**src/rtl/hyq_pkg.sv**
```systemverilog
// Shared types, widths and the binary16 decode function for the pixel quantizer.
`timescale 1ns / 1ps

package hyq_pkg;

	localparam int HALF_W   = 16;                // binary16 pattern
	localparam int MAG_W    = 41;                // signed decoded sample, units of 2^-24
	localparam int SUM_W    = 44;                // signed sum of four samples
	localparam int Q_W      = 42;                // positive mean, units of 2^-26
	localparam int QLO_W    = Q_W / 2;           // low half of the mean for the split multiply
	localparam int QHI_W    = Q_W - QLO_W;
	localparam int SCALE_W  = 24;                // unsigned Q8.16
	localparam int PPLO_W   = QLO_W + SCALE_W;
	localparam int PPHI_W   = QHI_W + SCALE_W;
	localparam int PROD_W   = Q_W + SCALE_W;     // full product, units of 2^-42
	localparam int FRAC_W   = 42;                // fraction bits of the product
	localparam int INT_W    = PROD_W - FRAC_W;
	localparam int PIX_W    = 8;
	localparam int APB_DW   = 32;
	localparam int APB_AW   = 3;

	localparam logic [SCALE_W-1:0] SCALE_RESET = 24'hFF0000;
	localparam logic [APB_AW-3:0]  REG_SCALE   = '0;   // register index of scale_q16

	typedef enum logic [1:0] {
		HC_FIN  = 2'd0,
		HC_PINF = 2'd1,
		HC_NINF = 2'd2,
		HC_NAN  = 2'd3
	} half_cls_t;

	typedef enum logic [1:0] {
		RC_ZERO = 2'd0,
		RC_SAT  = 2'd1,
		RC_CALC = 2'd2
	} res_cls_t;

	typedef struct packed {
		half_cls_t               cls;
		logic signed [MAG_W-1:0] mag;
	} half_dec_t;

	function automatic half_dec_t decode_half(input logic [HALF_W-1:0] h);
		half_dec_t       d;
		logic [4:0]      e;
		logic [9:0]      m;
		logic [MAG_W-1:0] u;
		e = h[14:10];
		m = h[9:0];
		u = '0;
		d.cls = HC_FIN;
		d.mag = '0;
		if (e == 5'd31) begin
			if (m != 10'd0)
				d.cls = HC_NAN;
			else if (h[15])
				d.cls = HC_NINF;
			else
				d.cls = HC_PINF;
		end else begin
			if (e == 5'd0)
				u = MAG_W'(m);
			else
				u = MAG_W'({1'b1, m}) << (e - 5'd1);
			d.mag = h[15] ? -$signed(u) : $signed(u);
		end
		return d;
	endfunction

endpackage

```
**src/rtl/hyq_cfg.sv**
```systemverilog
// APB register file holding the scale factor.
`timescale 1ns / 1ps

module hyq_cfg import hyq_pkg::*; (
	input  logic               clk,
	input  logic               arst_n,
	input  logic               psel,
	input  logic               penable,
	input  logic               pwrite,
	input  logic [APB_AW-1:0]  paddr,
	input  logic [APB_DW-1:0]  pwdata,
	output logic [APB_DW-1:0]  prdata,
	output logic               pready,
	output logic [SCALE_W-1:0] scale
);

	logic [SCALE_W-1:0] scale_q;
	logic [APB_AW-3:0]  reg_idx;

	assign reg_idx = paddr[APB_AW-1:2];
	assign pready  = 1'b1;
	assign scale   = scale_q;

	always_ff @(posedge clk or negedge arst_n) begin
		if (!arst_n) begin
			scale_q <= SCALE_RESET;
		end else if (psel && penable && pwrite && pready && reg_idx == REG_SCALE) begin
			scale_q <= pwdata[SCALE_W-1:0];
		end
	end

	always_comb begin
		prdata = '0;
		if (reg_idx == REG_SCALE)
			prdata = APB_DW'(scale_q);
	end

endmodule

```
**src/rtl/hyq_decode.sv**
```systemverilog
// Input stage: binary16 to class and fixed-point value; luma takes sample_a only.
`timescale 1ns / 1ps

module hyq_decode import hyq_pkg::*; (
	input  logic              clk,
	input  logic              en,
	input  logic              opcode,
	input  logic [HALF_W-1:0] sample_a,
	input  logic [HALF_W-1:0] sample_b,
	input  logic [HALF_W-1:0] sample_c,
	input  logic [HALF_W-1:0] sample_d,
	output logic              chroma,
	output half_dec_t         dec [4]
);

	half_dec_t dec_s1 [4];
	logic      chroma_s1;
	half_dec_t dec_in [4];
	half_dec_t dec_zero;

	assign dec_zero = '{cls: HC_FIN, mag: '0};

	always_comb begin
		dec_in[0] = decode_half(sample_a);
		// luma ignores the other three samples
		dec_in[1] = opcode ? decode_half(sample_b) : dec_zero;
		dec_in[2] = opcode ? decode_half(sample_c) : dec_zero;
		dec_in[3] = opcode ? decode_half(sample_d) : dec_zero;
	end

	always_ff @(posedge clk) begin
		if (en) begin
			dec_s1    <= dec_in;
			chroma_s1 <= opcode;
		end
	end

	assign dec    = dec_s1;
	assign chroma = chroma_s1;

endmodule

```
**src/rtl/hyq_sum.sv**
```systemverilog
// Sum stage: exact sum of the block, special-case classification.
`timescale 1ns / 1ps

module hyq_sum import hyq_pkg::*; (
	input  logic           clk,
	input  logic           en,
	input  logic           chroma,
	input  half_dec_t      dec [4],
	output res_cls_t       cls,
	output logic [Q_W-1:0] q
);

	res_cls_t              cls_s2;
	logic [Q_W-1:0]        q_s2;
	res_cls_t              cls_nxt;
	logic signed [SUM_W-1:0] sum;
	logic                  any_nan;
	logic                  pinf;
	logic                  ninf;

	always_comb begin
		any_nan = 1'b0;
		pinf    = 1'b0;
		ninf    = 1'b0;
		for (int i = 0; i < 4; i++) begin
			any_nan = any_nan | (dec[i].cls == HC_NAN);
			pinf    = pinf    | (dec[i].cls == HC_PINF);
			ninf    = ninf    | (dec[i].cls == HC_NINF);
		end
		// luma is scaled by four to share the chroma sum's units
		if (chroma)
			sum = SUM_W'(dec[0].mag) + SUM_W'(dec[1].mag)
			    + SUM_W'(dec[2].mag) + SUM_W'(dec[3].mag);
		else
			sum = SUM_W'(dec[0].mag) <<< 2;

		if (any_nan || (pinf && ninf))
			cls_nxt = RC_ZERO;
		else if (pinf)
			cls_nxt = RC_SAT;
		else if (ninf || sum <= 0)
			cls_nxt = RC_ZERO;
		else
			cls_nxt = RC_CALC;
	end

	always_ff @(posedge clk) begin
		if (en) begin
			cls_s2 <= cls_nxt;
			q_s2   <= sum[Q_W-1:0];
		end
	end

	assign cls = cls_s2;
	assign q   = q_s2;

endmodule

```
**src/rtl/hyq_mul.sv**
```systemverilog
// Multiply stage: mean times scale as two registered partial products.
`timescale 1ns / 1ps

module hyq_mul import hyq_pkg::*; (
	input  logic               clk,
	input  logic               en,
	input  res_cls_t           cls_in,
	input  logic [Q_W-1:0]     q,
	input  logic [SCALE_W-1:0] scale,
	output res_cls_t           cls,
	output logic [PPLO_W-1:0]  pp_lo,
	output logic [PPHI_W-1:0]  pp_hi
);

	res_cls_t          cls_s3;
	logic [PPLO_W-1:0] pp_lo_s3;
	logic [PPHI_W-1:0] pp_hi_s3;

	always_ff @(posedge clk) begin
		if (en) begin
			cls_s3   <= cls_in;
			pp_lo_s3 <= PPLO_W'(q[QLO_W-1:0]) * PPLO_W'(scale);
			pp_hi_s3 <= PPHI_W'(q[Q_W-1:QLO_W]) * PPHI_W'(scale);
		end
	end

	assign cls   = cls_s3;
	assign pp_lo = pp_lo_s3;
	assign pp_hi = pp_hi_s3;

endmodule

```
**src/rtl/hyq_round.sv**
```systemverilog
// Output stage: partial product merge, round half to even, saturate to a byte; forces 0 or 255 by class.
`timescale 1ns / 1ps

module hyq_round import hyq_pkg::*; (
	input  logic             clk,
	input  logic             en,
	input  res_cls_t         cls,
	input  logic [PPLO_W-1:0] pp_lo,
	input  logic [PPHI_W-1:0] pp_hi,
	output logic [PIX_W-1:0] pixel_byte
);

	logic [PIX_W-1:0]  pix_s4;
	logic [PIX_W-1:0]  pix_nxt;
	logic [PROD_W-1:0] prod;
	logic [INT_W-1:0]  ip;
	logic              up;
	logic [PIX_W:0]    rnd;

	always_comb begin
		prod = (PROD_W'(pp_hi) << QLO_W) + PROD_W'(pp_lo);
		ip   = prod[PROD_W-1:FRAC_W];
		// above half, or exactly half with an odd integer part
		up   = prod[FRAC_W-1] && ((|prod[FRAC_W-2:0]) || ip[0]);
		rnd  = {1'b0, ip[PIX_W-1:0]} + (PIX_W+1)'(up);
		case (cls)
			RC_SAT:  pix_nxt = '1;
			RC_CALC: begin
				if (ip > INT_W'({PIX_W{1'b1}}) || rnd[PIX_W])
					pix_nxt = '1;
				else
					pix_nxt = rnd[PIX_W-1:0];
			end
			default: pix_nxt = '0;
		endcase
	end

	always_ff @(posedge clk) begin
		if (en)
			pix_s4 <= pix_nxt;
	end

	assign pixel_byte = pix_s4;

endmodule

```
**src/rtl/half_to_yuv_pixel_quantizer.sv**
```systemverilog
// Top level: binary16 to 8-bit pixel quantizer with 2x2 chroma averaging.
`timescale 1ns / 1ps
//
//  port group  | role           | contents
//  ------------+----------------+----------------------------------------------
//  s_*         | input stream   | tdata: sample_a, sample_b, sample_c, sample_d
//              |                | tuser: opcode (0 luma, 1 chroma)
//  m_*         | result stream  | tdata: pixel_byte
//  p*          | APB registers  | 0x0: scale_q16 (Q8.16, bits 23:0)
//
//  One transaction per clock sustained while m_tready is high. The register
//  stages are decode, sum, split multiply (two 21x24 partial products),
//  round and saturate into the output register.
//  Each stage has its own valid bit and moves when the stage after it is empty
//  or moving, so bubbles fill up while m_tready is low and an input is still
//  taken as long as any stage downstream has room.
//  Reset clears the valid bits and loads scale_q16 with 255.0; payload
//  registers are not reset. Write the scale only with the pipeline drained.
//
module half_to_yuv_pixel_quantizer import hyq_pkg::*; (
	input  logic                clk,
	input  logic                arst_n,
	// input stream
	input  logic                s_tvalid,
	output logic                s_tready,
	input  logic [4*HALF_W-1:0] s_tdata,   // [15:0] sample_a, [31:16] sample_b,
	                                       // [47:32] sample_c, [63:48] sample_d
	input  logic [0:0]          s_tuser,   // [0] opcode
	// result stream
	output logic                m_tvalid,
	input  logic                m_tready,
	output logic [PIX_W-1:0]    m_tdata,   // [7:0] pixel_byte
	// configuration
	input  logic                psel,
	input  logic                penable,
	input  logic                pwrite,
	input  logic [APB_AW-1:0]   paddr,
	input  logic [APB_DW-1:0]   pwdata,
	output logic [APB_DW-1:0]   prdata,
	output logic                pready
);

	logic [SCALE_W-1:0] scale;

	// stage valid bits; v4 is the output register
	logic v1_q, v2_q, v3_q, v4_q;
	logic rdy1, rdy2, rdy3, rdy4;

	logic              chroma;
	half_dec_t         dec [4];
	res_cls_t          cls_sum;
	logic [Q_W-1:0]    q;
	res_cls_t          cls_mul;
	logic [PPLO_W-1:0] pp_lo;
	logic [PPHI_W-1:0] pp_hi;

	// a stage can load when it is empty or its content moves on this cycle
	assign rdy4     = !v4_q || m_tready;
	assign rdy3     = !v3_q || rdy4;
	assign rdy2     = !v2_q || rdy3;
	assign rdy1     = !v1_q || rdy2;
	assign s_tready = rdy1;
	assign m_tvalid = v4_q;

	always_ff @(posedge clk or negedge arst_n) begin
		if (!arst_n) begin
			v1_q <= 1'b0;
			v2_q <= 1'b0;
			v3_q <= 1'b0;
			v4_q <= 1'b0;
		end else begin
			if (rdy1) v1_q <= s_tvalid;
			if (rdy2) v2_q <= v1_q;
			if (rdy3) v3_q <= v2_q;
			if (rdy4) v4_q <= v3_q;
		end
	end

	hyq_cfg u_cfg (
		.clk     (clk),
		.arst_n  (arst_n),
		.psel    (psel),
		.penable (penable),
		.pwrite  (pwrite),
		.paddr   (paddr),
		.pwdata  (pwdata),
		.prdata  (prdata),
		.pready  (pready),
		.scale   (scale)
	);

	hyq_decode u_decode (
		.clk      (clk),
		.en       (rdy1),
		.opcode   (s_tuser[0]),
		.sample_a (s_tdata[HALF_W-1:0]),
		.sample_b (s_tdata[2*HALF_W-1:HALF_W]),
		.sample_c (s_tdata[3*HALF_W-1:2*HALF_W]),
		.sample_d (s_tdata[4*HALF_W-1:3*HALF_W]),
		.chroma   (chroma),
		.dec      (dec)
	);

	hyq_sum u_sum (
		.clk    (clk),
		.en     (rdy2),
		.chroma (chroma),
		.dec    (dec),
		.cls    (cls_sum),
		.q      (q)
	);

	hyq_mul u_mul (
		.clk    (clk),
		.en     (rdy3),
		.cls_in (cls_sum),
		.q      (q),
		.scale  (scale),
		.cls    (cls_mul),
		.pp_lo  (pp_lo),
		.pp_hi  (pp_hi)
	);

	hyq_round u_round (
		.clk        (clk),
		.en         (rdy4),
		.cls        (cls_mul),
		.pp_lo      (pp_lo),
		.pp_hi      (pp_hi),
		.pixel_byte (m_tdata)
	);

endmodule
```
**config.mk**
```make
export PLATFORM = sky130hd
export DESIGN_NAME = half_to_yuv_pixel_quantizer
export DESIGN_NICKNAME = d
export VERILOG_FILES = /design/src/rtl/hyq_pkg.sv /design/src/rtl/hyq_cfg.sv /design/src/rtl/hyq_decode.sv /design/src/rtl/hyq_sum.sv /design/src/rtl/hyq_mul.sv /design/src/rtl/hyq_round.sv /design/src/rtl/half_to_yuv_pixel_quantizer.sv
export SDC_FILE = /design/constraint.sdc
export NUM_CORES = 2
export LEC_CHECK = 0
export ABC_AREA = 0
export ABC_CLOCK_PERIOD_IN_PS = 10300
export BUFFER_PORTS_ARGS = -buffer_cell sky130_fd_sc_hd__buf_2
export CAP_MARGIN = 30
export CORE_MARGIN = 5
export CORE_UTILIZATION = 55
export CTS_BUF_LIST = sky130_fd_sc_hd__clkbuf_2
export DETAILED_ROUTE_END_ITERATION = 10
export PLACE_DENSITY = 0.71
export SLEW_MARGIN = 20
export SYNTH_ARGS = -nofsm -noshare
export SYNTH_HDL_FRONTEND = slang
export SYNTH_HIERARCHICAL = 1
export SYNTH_SLANG_ARGS = --single-unit
```
**constraint.sdc**
```tcl
create_clock -name clk -period 10.3 [get_ports clk]
set_clock_uncertainty 0.1 [all_clocks]
set_input_delay 1.03 -clock clk [delete_from_list [all_inputs] [get_ports clk]]
set_output_delay 1.03 -clock clk [all_outputs]
set_load 0.05 [all_outputs]
```
# [Word level (Yosys, flattened, before mapping)]
# Cells that the tools add are included.
[word_totals] reg_bits=345 inputBits=107 output_inout_bits=43 elab_cells=130
[op_classes] addsub=13 multipliers=2 magnitude_cmp=2 n_eq_ne=18 n_shift=4 n_mux=26 bitwise_logic=11 reduce_logical=33
[op_table] op="$mux W41" count=12
[op_table] op="$neg A41 Y41" count=4
[op_table] op="$shl A11 B5 Y41" count=4
[op_table] op="$mul A21 B24 Y45" count=2
[op_table] op="$add A66 B45 Y66" count=1
[op_table] op="$add A44 B41 Y44" count=1
[op_table] op="$le A44 B1 Y1 const B" count=1
[op_table] op="$mux W44" count=1
[op_table] op="$add A42 B41 Y43" count=1
[op_table] op="$add A41 B41 Y42" count=1
[op_table] op="$reduce_or A41 Y1" count=1
[op_table] op="$reduce_bool A10 Y1" count=4
[op_table] op="$gt A24 B8 Y1 const B" count=1
[op_table] op="$mux W24" count=1
[op_table] op="$eq A5 B5 Y1 const B" count=4
[op_table] op="$logic_not A5 Y1" count=4
[op_table] op="$sub A5 B1 Y5 const B" count=4
[op_table] op="$eq A2 B2 Y1 const B" count=9
[op_table] op="$mux W2" count=9
[op_table] op="$pmux W8 S2" count=1
[op_table] op="$eq A2 B1 Y1 const B" count=5
[op_table] op="$add A8 B1 Y9" count=1
[op_table] op="$or A1 B1 Y1" count=9
[op_table] op="$logic_or A1 B1 Y1" count=8
[op_table] op="7 further kinds" count=20

# [Logic depth before layout (Yosys ltp)]
[depth] depth_word=8 mapped_depth=27 mapped_depth_nobuf=25

# [Modules after synthesis]
# Netlist, hierarchy kept.
[modules_own_cells] module="hyq_mul" n_inst=1 cells_each=3855 area_each_um2=35890.7 seq_area_each_um2=2762.6
[modules_own_cells] module="hyq_decode" n_inst=1 cells_each=1903 area_each_um2=16214.3 seq_area_each_um2=5195.0
[modules_own_cells] module="hyq_sum" n_inst=1 cells_each=833 area_each_um2=7234.4 seq_area_each_um2=1321.3
[modules_own_cells] module="hyq_round" n_inst=1 cells_each=384 area_each_um2=2881.5 seq_area_each_um2=240.2
[modules_own_cells] module="hyq_cfg" n_inst=1 cells_each=88 area_each_um2=1237.4 seq_area_each_um2=610.6
[modules_own_cells] module="half_to_yuv_pixel_quantizer" n_inst=1 cells_each=13 area_each_um2=168.9 seq_area_each_um2=100.1

# [Worst setup path after synthesis]
# OpenSTA, ideal clock, no wires.
[synth_path] path_type="input port to flip-flop" start="input port m_tready" end="register u_decode.chroma_s1 (netlist: u_decode/chroma), enable pin" setup_time_ps=2375 arrival_time_ps=6266 t_required_ps=7825 path_slack_ps=1560 path_stages=2 n_path_buf=0 cell_sequence="nor2b_4 -> nand4_1"
[synth_via] elab_chain_cells=4
[synth_lines] element="start: declaration" line="half_to_yuv_pixel_quantizer.sv:31" source="input logic m_tready,"
[synth_lines] element="$logic_or A1 B1 Y1" line="half_to_yuv_pixel_quantizer.sv:58" source="assign rdy4 = !v4_q || m_tready;"
[synth_lines] element="$logic_or A1 B1 Y1" line="half_to_yuv_pixel_quantizer.sv:59" source="assign rdy3 = !v3_q || rdy4;"
[synth_lines] element="$logic_or A1 B1 Y1" line="half_to_yuv_pixel_quantizer.sv:60" source="assign rdy2 = !v2_q || rdy3;"
[synth_lines] element="$logic_or A1 B1 Y1" line="half_to_yuv_pixel_quantizer.sv:61" source="assign rdy1 = !v1_q || rdy2;"
[synth_lines] element="net s_tready" line="half_to_yuv_pixel_quantizer.sv:25" source="output logic s_tready,"
[synth_lines] element="end signal: assignment" line="hyq_decode.sv:34" source="chroma_s1 <= opcode;"
[synth_lines] element="end: declaration" line="hyq_decode.sv:17" source="logic chroma_s1;"
# The timed path passes the listed nets, and every way through them passes these cells.
# A chain may end at the register's enable or synchronous reset.

# [Worst setup path after layout]
[layout_path] start="register u_cfg.scale_q[10] (netlist: u_cfg/scale[10])" end="register u_mul.pp_lo_s3[44] (netlist: u_mul/pp_lo[44]), data pin"
[layout_via] elab_chain_cells=1
[layout_lines] element="start: declaration" line="hyq_cfg.sv:17" source="logic [SCALE_W-1:0] scale_q;"
[layout_lines] element="start signal: assignment" line="hyq_cfg.sv:28" source="scale_q <= pwdata[SCALE_W-1:0];"
[layout_lines] element="$mul A21 B24 Y45" line="hyq_mul.sv:22" source="pp_lo_s3 <= PPLO_W'(q[QLO_W-1:0]) * PPLO_W'(scale);"
[layout_lines] element="end signal: assignment" line="hyq_mul.sv:22"
[layout_lines] element="end: declaration" line="hyq_mul.sv:16" source="logic [PPLO_W-1:0] pp_lo_s3;"
# No other way between the ends.

==> summary by stage <==
Clock network
The source-to-sink clock delay at the later pin of the worst-skew pair is 1310 ps. The number of hold buffers added after cts is 29. Gates resized during post-CTS repair numbered 0. The CTS tree is done. The number of setup buffers added after CTS is 0. The number of buffers created by CTS is 93.

The H-tree was split into 3 levels. The CTS clock-pin slew for the worst setup and hold paths is 130 ps. The master cell of the clock root buffer is sky130_fd_sc_hd__clkbuf_2.

The clock net in this run drives a total of 345 sinks. Counting along the longest clock path gives a buffer depth of 3.

Timing
The part of the cycle the worst path needs is 78.2%. The transition at the pin with the smallest max-transition slack is 1060 ps. The number of slew-limit violations in the final report is 0.

The final number of setup-violating endpoints is 0. The final count of hold timing violations is 0. Subtracting the final worst setup slack from the clock period gives 8050 ps. The achievable frequency is 124 MHz.

The relative slew slack is 28.8%. Setup repair after global routing left no endpoint under its margin. For the final routed database, the setup TNS stands at 0 ps.

Detailed routing
The starting DRC count in detailed routing is 4385. Once detail routing completed, the nets flagged for antenna violations numbered 0. The routed design has 187000 microns of wire. In the routed layout, each cell is associated on average with a via count of 5.94.

After detailed routing, the number of remaining DRC violations is 0. The first-pass iteration count of the detailed router is 6. Detailed routing inserted a total of 51300 vias. The routed length per instance is 21.6 microns.

Yosys
The post-synthesis simple-gate area fraction is 18.1%. Summing the areas of all compound-gate instances in the mapped netlist gives 12.6% of the synthesized area. The count of flip-flops with a built-in enable after synthesis is 317. Yosys instantiated no cell more often than sky130_fd_sc_hd__inv_1.

The mean post-synth cell area is 8.99 sq um. The cell area after technology mapping is 0.0636 sq mm. By area the synthesized netlist is led by sky130_fd_sc_hd__fa_1 29%, sky130_fd_sc_hd__edfxtp_1 15%, sky130_fd_sc_hd__ha_1 7.8%, sky130_fd_sc_hd__inv_1 7.0%, sky130_fd_sc_hd__and2_1 5.5%. The portion of the post-synthesis area used by sequential elements is 16.1%.

The fraction of synthesized area in multiplexers is 3.26%. The register bit total from synthesis is 345. During synthesis, Yosys emitted a total of 6 warnings. The commonest cells after synthesis are 1183 x sky130_fd_sc_hd__inv_1, 914 x sky130_fd_sc_hd__fa_1, 785 x sky130_fd_sc_hd__nand2_1. Of the total synthesized cell area, the portion taken by full adders, half adders and majority gates is 36.5%.

In this run, distinct cell masters in the synthesized netlist total 149. The biggest area contributor in the post-synthesis netlist is sky130_fd_sc_hd__fa_1. Of the post-synthesis cell area, the dominant cell type holds 28.8%. The xor/xnor cell area share of the yosys netlist is 3.80%.

The async set-or-reset flop fraction in the synthesized netlist is 8.12%. After synthesis, the largest family of logic cells by area is adder cells. The prevailing post-synth register cell is sky130_fd_sc_hd__edfxtp_1.

The number of instances in the synthesized netlist is 7076.

Setup path
The sort of element at the end of the critical path is a flip-flop. STA puts the critical path data required time at 11170 ps. The category of the worst setup path launch point is a flip-flop.

The signal on the critical path passes through buf_4 -> nand2_1 -> fa_1 -> fa_1 -> fa_1 -> fa_1 -> inv_1 -> fa_1 -> fa_1 -> inv_1 -> fa_1 -> inv_1 -> ha_1 -> and4_1 -> a311oi_1 -> o221ai_1 -> and3_1 -> a221o_1 -> a21oi_2 -> o211ai_2 -> a41oi_2 -> xnor2_1. The reg-to-reg setup timing slack is 2250 ps. The most prevalent standard cell on the critical path is sky130_fd_sc_hd__fa_1. The standard cell with the maximum stage delay on the critical path is sky130_fd_sc_hd__dfrtp_2. Measured in cells, the most critical reg-to-reg path has a length of 22. The data arrival time of the worst path is 8920 ps. The combined buffer and inverter count along the critical path is 4. The worst register-to-register path begins at u_cfg/scale[10]. Counting buffers and inverters, the worst setup path is 22 cells deep.

The endpoint identified for the worst register-to-register timing path is u_mul/pp_lo[44]. The most critical setup path has its endpoint at u_mul/pp_lo[44]. The largest driver fanout on the critical path is 24. On the worst path, the slowest cell contributes a delay of 860 ps. The worst setup path is of the flip-flop to flip-flop kind. The critical path starts at u_cfg/scale[10]. The cell class contributing the biggest share of worst-path delay is adder cells.

Global route
The number of antenna violations at the first check in global routing was 6. The via count of the first global-routing pass is 52900. The residual overflow from global routing is 0. The wire length of the first global-routing pass is 294000 microns. Entering global routing, the biggest net connects 84 pins.

The met3 routing resource usage after global routing is 6.16%. Global routing consumed, on the met1 layer, 38.7% of the routing resources. The combined global-route utilization of all metal layers is 30.6%. After global routing, the most crowded layer is met2.

The fraction of met2 tracks used by global routing is 50.3%.

Floorplanning
From left edge to right edge, the die measures 350 microns. Pin placement for this block handled 150 I/O pins. The effective utilization at floorplan is 55.5%.

After floorplanning, the core was sized to cover 0.115 sq mm. The floorplan die height is 350 microns. The die covers 0.123 sq mm. Row generation in the floorplan step produced 124 rows.

Placement
The placed wire-length estimate after detailed placement is 144000 microns. The count of buffers from port buffering is 130. The routability congestion estimate from global placement is 1.00.

Outcome
The flow ran to the end, and the final reports show no timing, DRC or antenna violations.

Min path
The count of cells along the worst hold path is 3. The class of the tightest hold or removal check is input pin to flip-flop.

Flow run
The number of maximum-capacitance violations is 0.

Layout
The layout overhead on the synthesized area is 4.70%. The final layout contains 8465 nets. The fraction of layout instances using a drive strength above 1 is 8.59%.
==> state kept, by name, summed over array words and instances, names as in the netlist <==
signal and cells:
u_decode/dec 172, u_mul/pp_hi 45, u_mul/pp_lo 45, u_sum/q 42, u_cfg/scale 24, u_round/pixel_byte 8
u_mul/cls 2, u_sum/cls 2, m_tvalid 1, u_decode/chroma 1, v1_q 1, v2_q 1
v3_q 1
==> cells in the final DEF (no fill, tap or decap), types with 18 or more instances in the layout <==
cell type	count
sky130_fd_sc_hd__mux2_2	46
sky130_fd_sc_hd__mux2_4	20
sky130_fd_sc_hd__clkbuf_2	120
sky130_fd_sc_hd__o22ai_1	37
sky130_fd_sc_hd__a31oi_1	53
sky130_fd_sc_hd__inv_1	1183
sky130_fd_sc_hd__o21a_1	35
sky130_fd_sc_hd__o21ai_0	184
sky130_fd_sc_hd__nand3_1	99
sky130_fd_sc_hd__nor3_1	81
sky130_fd_sc_hd__o211ai_1	38
sky130_fd_sc_hd__a22oi_1	23
sky130_fd_sc_hd__edfxtp_1	317
sky130_fd_sc_hd__nand4_1	67
sky130_fd_sc_hd__and3_1	44
sky130_fd_sc_hd__mux2i_1	63
sky130_fd_sc_hd__nor2b_1	51
sky130_fd_sc_hd__mux4_2	25
sky130_fd_sc_hd__xnor2_1	155
sky130_fd_sc_hd__o21ai_1	61
sky130_fd_sc_hd__a21oi_1	260
sky130_fd_sc_hd__fa_1	914
sky130_fd_sc_hd__nor2_1	353
sky130_fd_sc_hd__dlygate4sd3_1	29
sky130_fd_sc_hd__clkinv_1	29
sky130_fd_sc_hd__nand2b_1	37
sky130_fd_sc_hd__xor2_1	111
sky130_fd_sc_hd__o31ai_1	44
sky130_fd_sc_hd__nand2_1	785
sky130_fd_sc_hd__buf_4	69
sky130_fd_sc_hd__ha_1	395
sky130_fd_sc_hd__buf_2	131
sky130_fd_sc_hd__or3_1	30
sky130_fd_sc_hd__o21bai_1	30
sky130_fd_sc_hd__and2_1	558
sky130_fd_sc_hd__a211oi_1	27
sky130_fd_sc_hd__a21o_1	79
sky130_fd_sc_hd__dfrtp_1	18
sky130_fd_sc_hd__nor4_1	31
==> per-layer routing <==
layer | wire length (microns) | up-vias
met1 | 73600 | 25500
met4 | 10700 | 4
met3 | 15300 | 506
met5 | 25 | -
li1 | - | 23100
met2 | 87000 | 2176
==> cell families after synthesis <==
logic type | count (synthesis)
adders and majority gates | 1310
buffers and inverters | 1571
AOI/OAI and AO/OA | 1144
xor gates and xnor gates | 272
and+or+nand+nor | 2274
muxes | 158
DFF | 345
other | 2
==> final cells by class <==
type,count,area [sq um]
inverter,1190,4470
fill,10200,48000
multi-input combinational,5167,47300
timing repair buffer,251,1830
clock inverter,44,288
clock buffer,119,596
antenna,5,12.5
tap,1512,1890
sequential,345,10200
==> worst reg2reg max path, stage by stage, from the launching register on <==
cell                       delay (ps)
sky130_fd_sc_hd__dfrtp_2          860
sky130_fd_sc_hd__buf_4            480
sky130_fd_sc_hd__nand2_1          160
sky130_fd_sc_hd__fa_1             530
sky130_fd_sc_hd__fa_1             580
sky130_fd_sc_hd__fa_1             450
sky130_fd_sc_hd__fa_1             560
sky130_fd_sc_hd__inv_1             60
sky130_fd_sc_hd__fa_1             500
sky130_fd_sc_hd__fa_1             550
sky130_fd_sc_hd__inv_1             60
sky130_fd_sc_hd__fa_1             530
sky130_fd_sc_hd__inv_1             40
sky130_fd_sc_hd__ha_1             370
sky130_fd_sc_hd__and4_1           210
sky130_fd_sc_hd__a311oi_1         280
sky130_fd_sc_hd__o221ai_1         240
sky130_fd_sc_hd__and3_1           230
sky130_fd_sc_hd__a221o_1          340
sky130_fd_sc_hd__a21oi_2          200
sky130_fd_sc_hd__o211ai_2         150
sky130_fd_sc_hd__a41oi_2          230
sky130_fd_sc_hd__xnor2_1           80
==> per-stage QoR <==
stage	worst slack [ps]	area [sq um]	utilization [%]	std cells	hold slack [ps]
finish	2250	66600	58.1	8633	221
global route	1980	66600	58.1	8630	134
CTS	2230	66300	57.9	8611	40.9
detailed placement	2300	65200	56.8	8419	380
global placement	2320	65100	56.7	8413	374
floorplan	1560	63700	-	7083	300
==> worst min path at each step <==
stage / from / endpoint / slack, ps
after floorplan: u_sum/cls[0] / u_mul/cls[0] / 300
final: s_tdata[23] / u_decode/dec[127] / 220
after global placement: v1_q / v2_q / 370
after detailed placement: v1_q / v2_q / 380
after CTS: s_tdata[48] / u_decode/dec[0] / 40
after global routing: s_tdata[48] / u_decode/dec[0] / 130
Power is not shown: default switching activity piles up to over one toggle a cycle in this logic, so the estimate is an artifact.
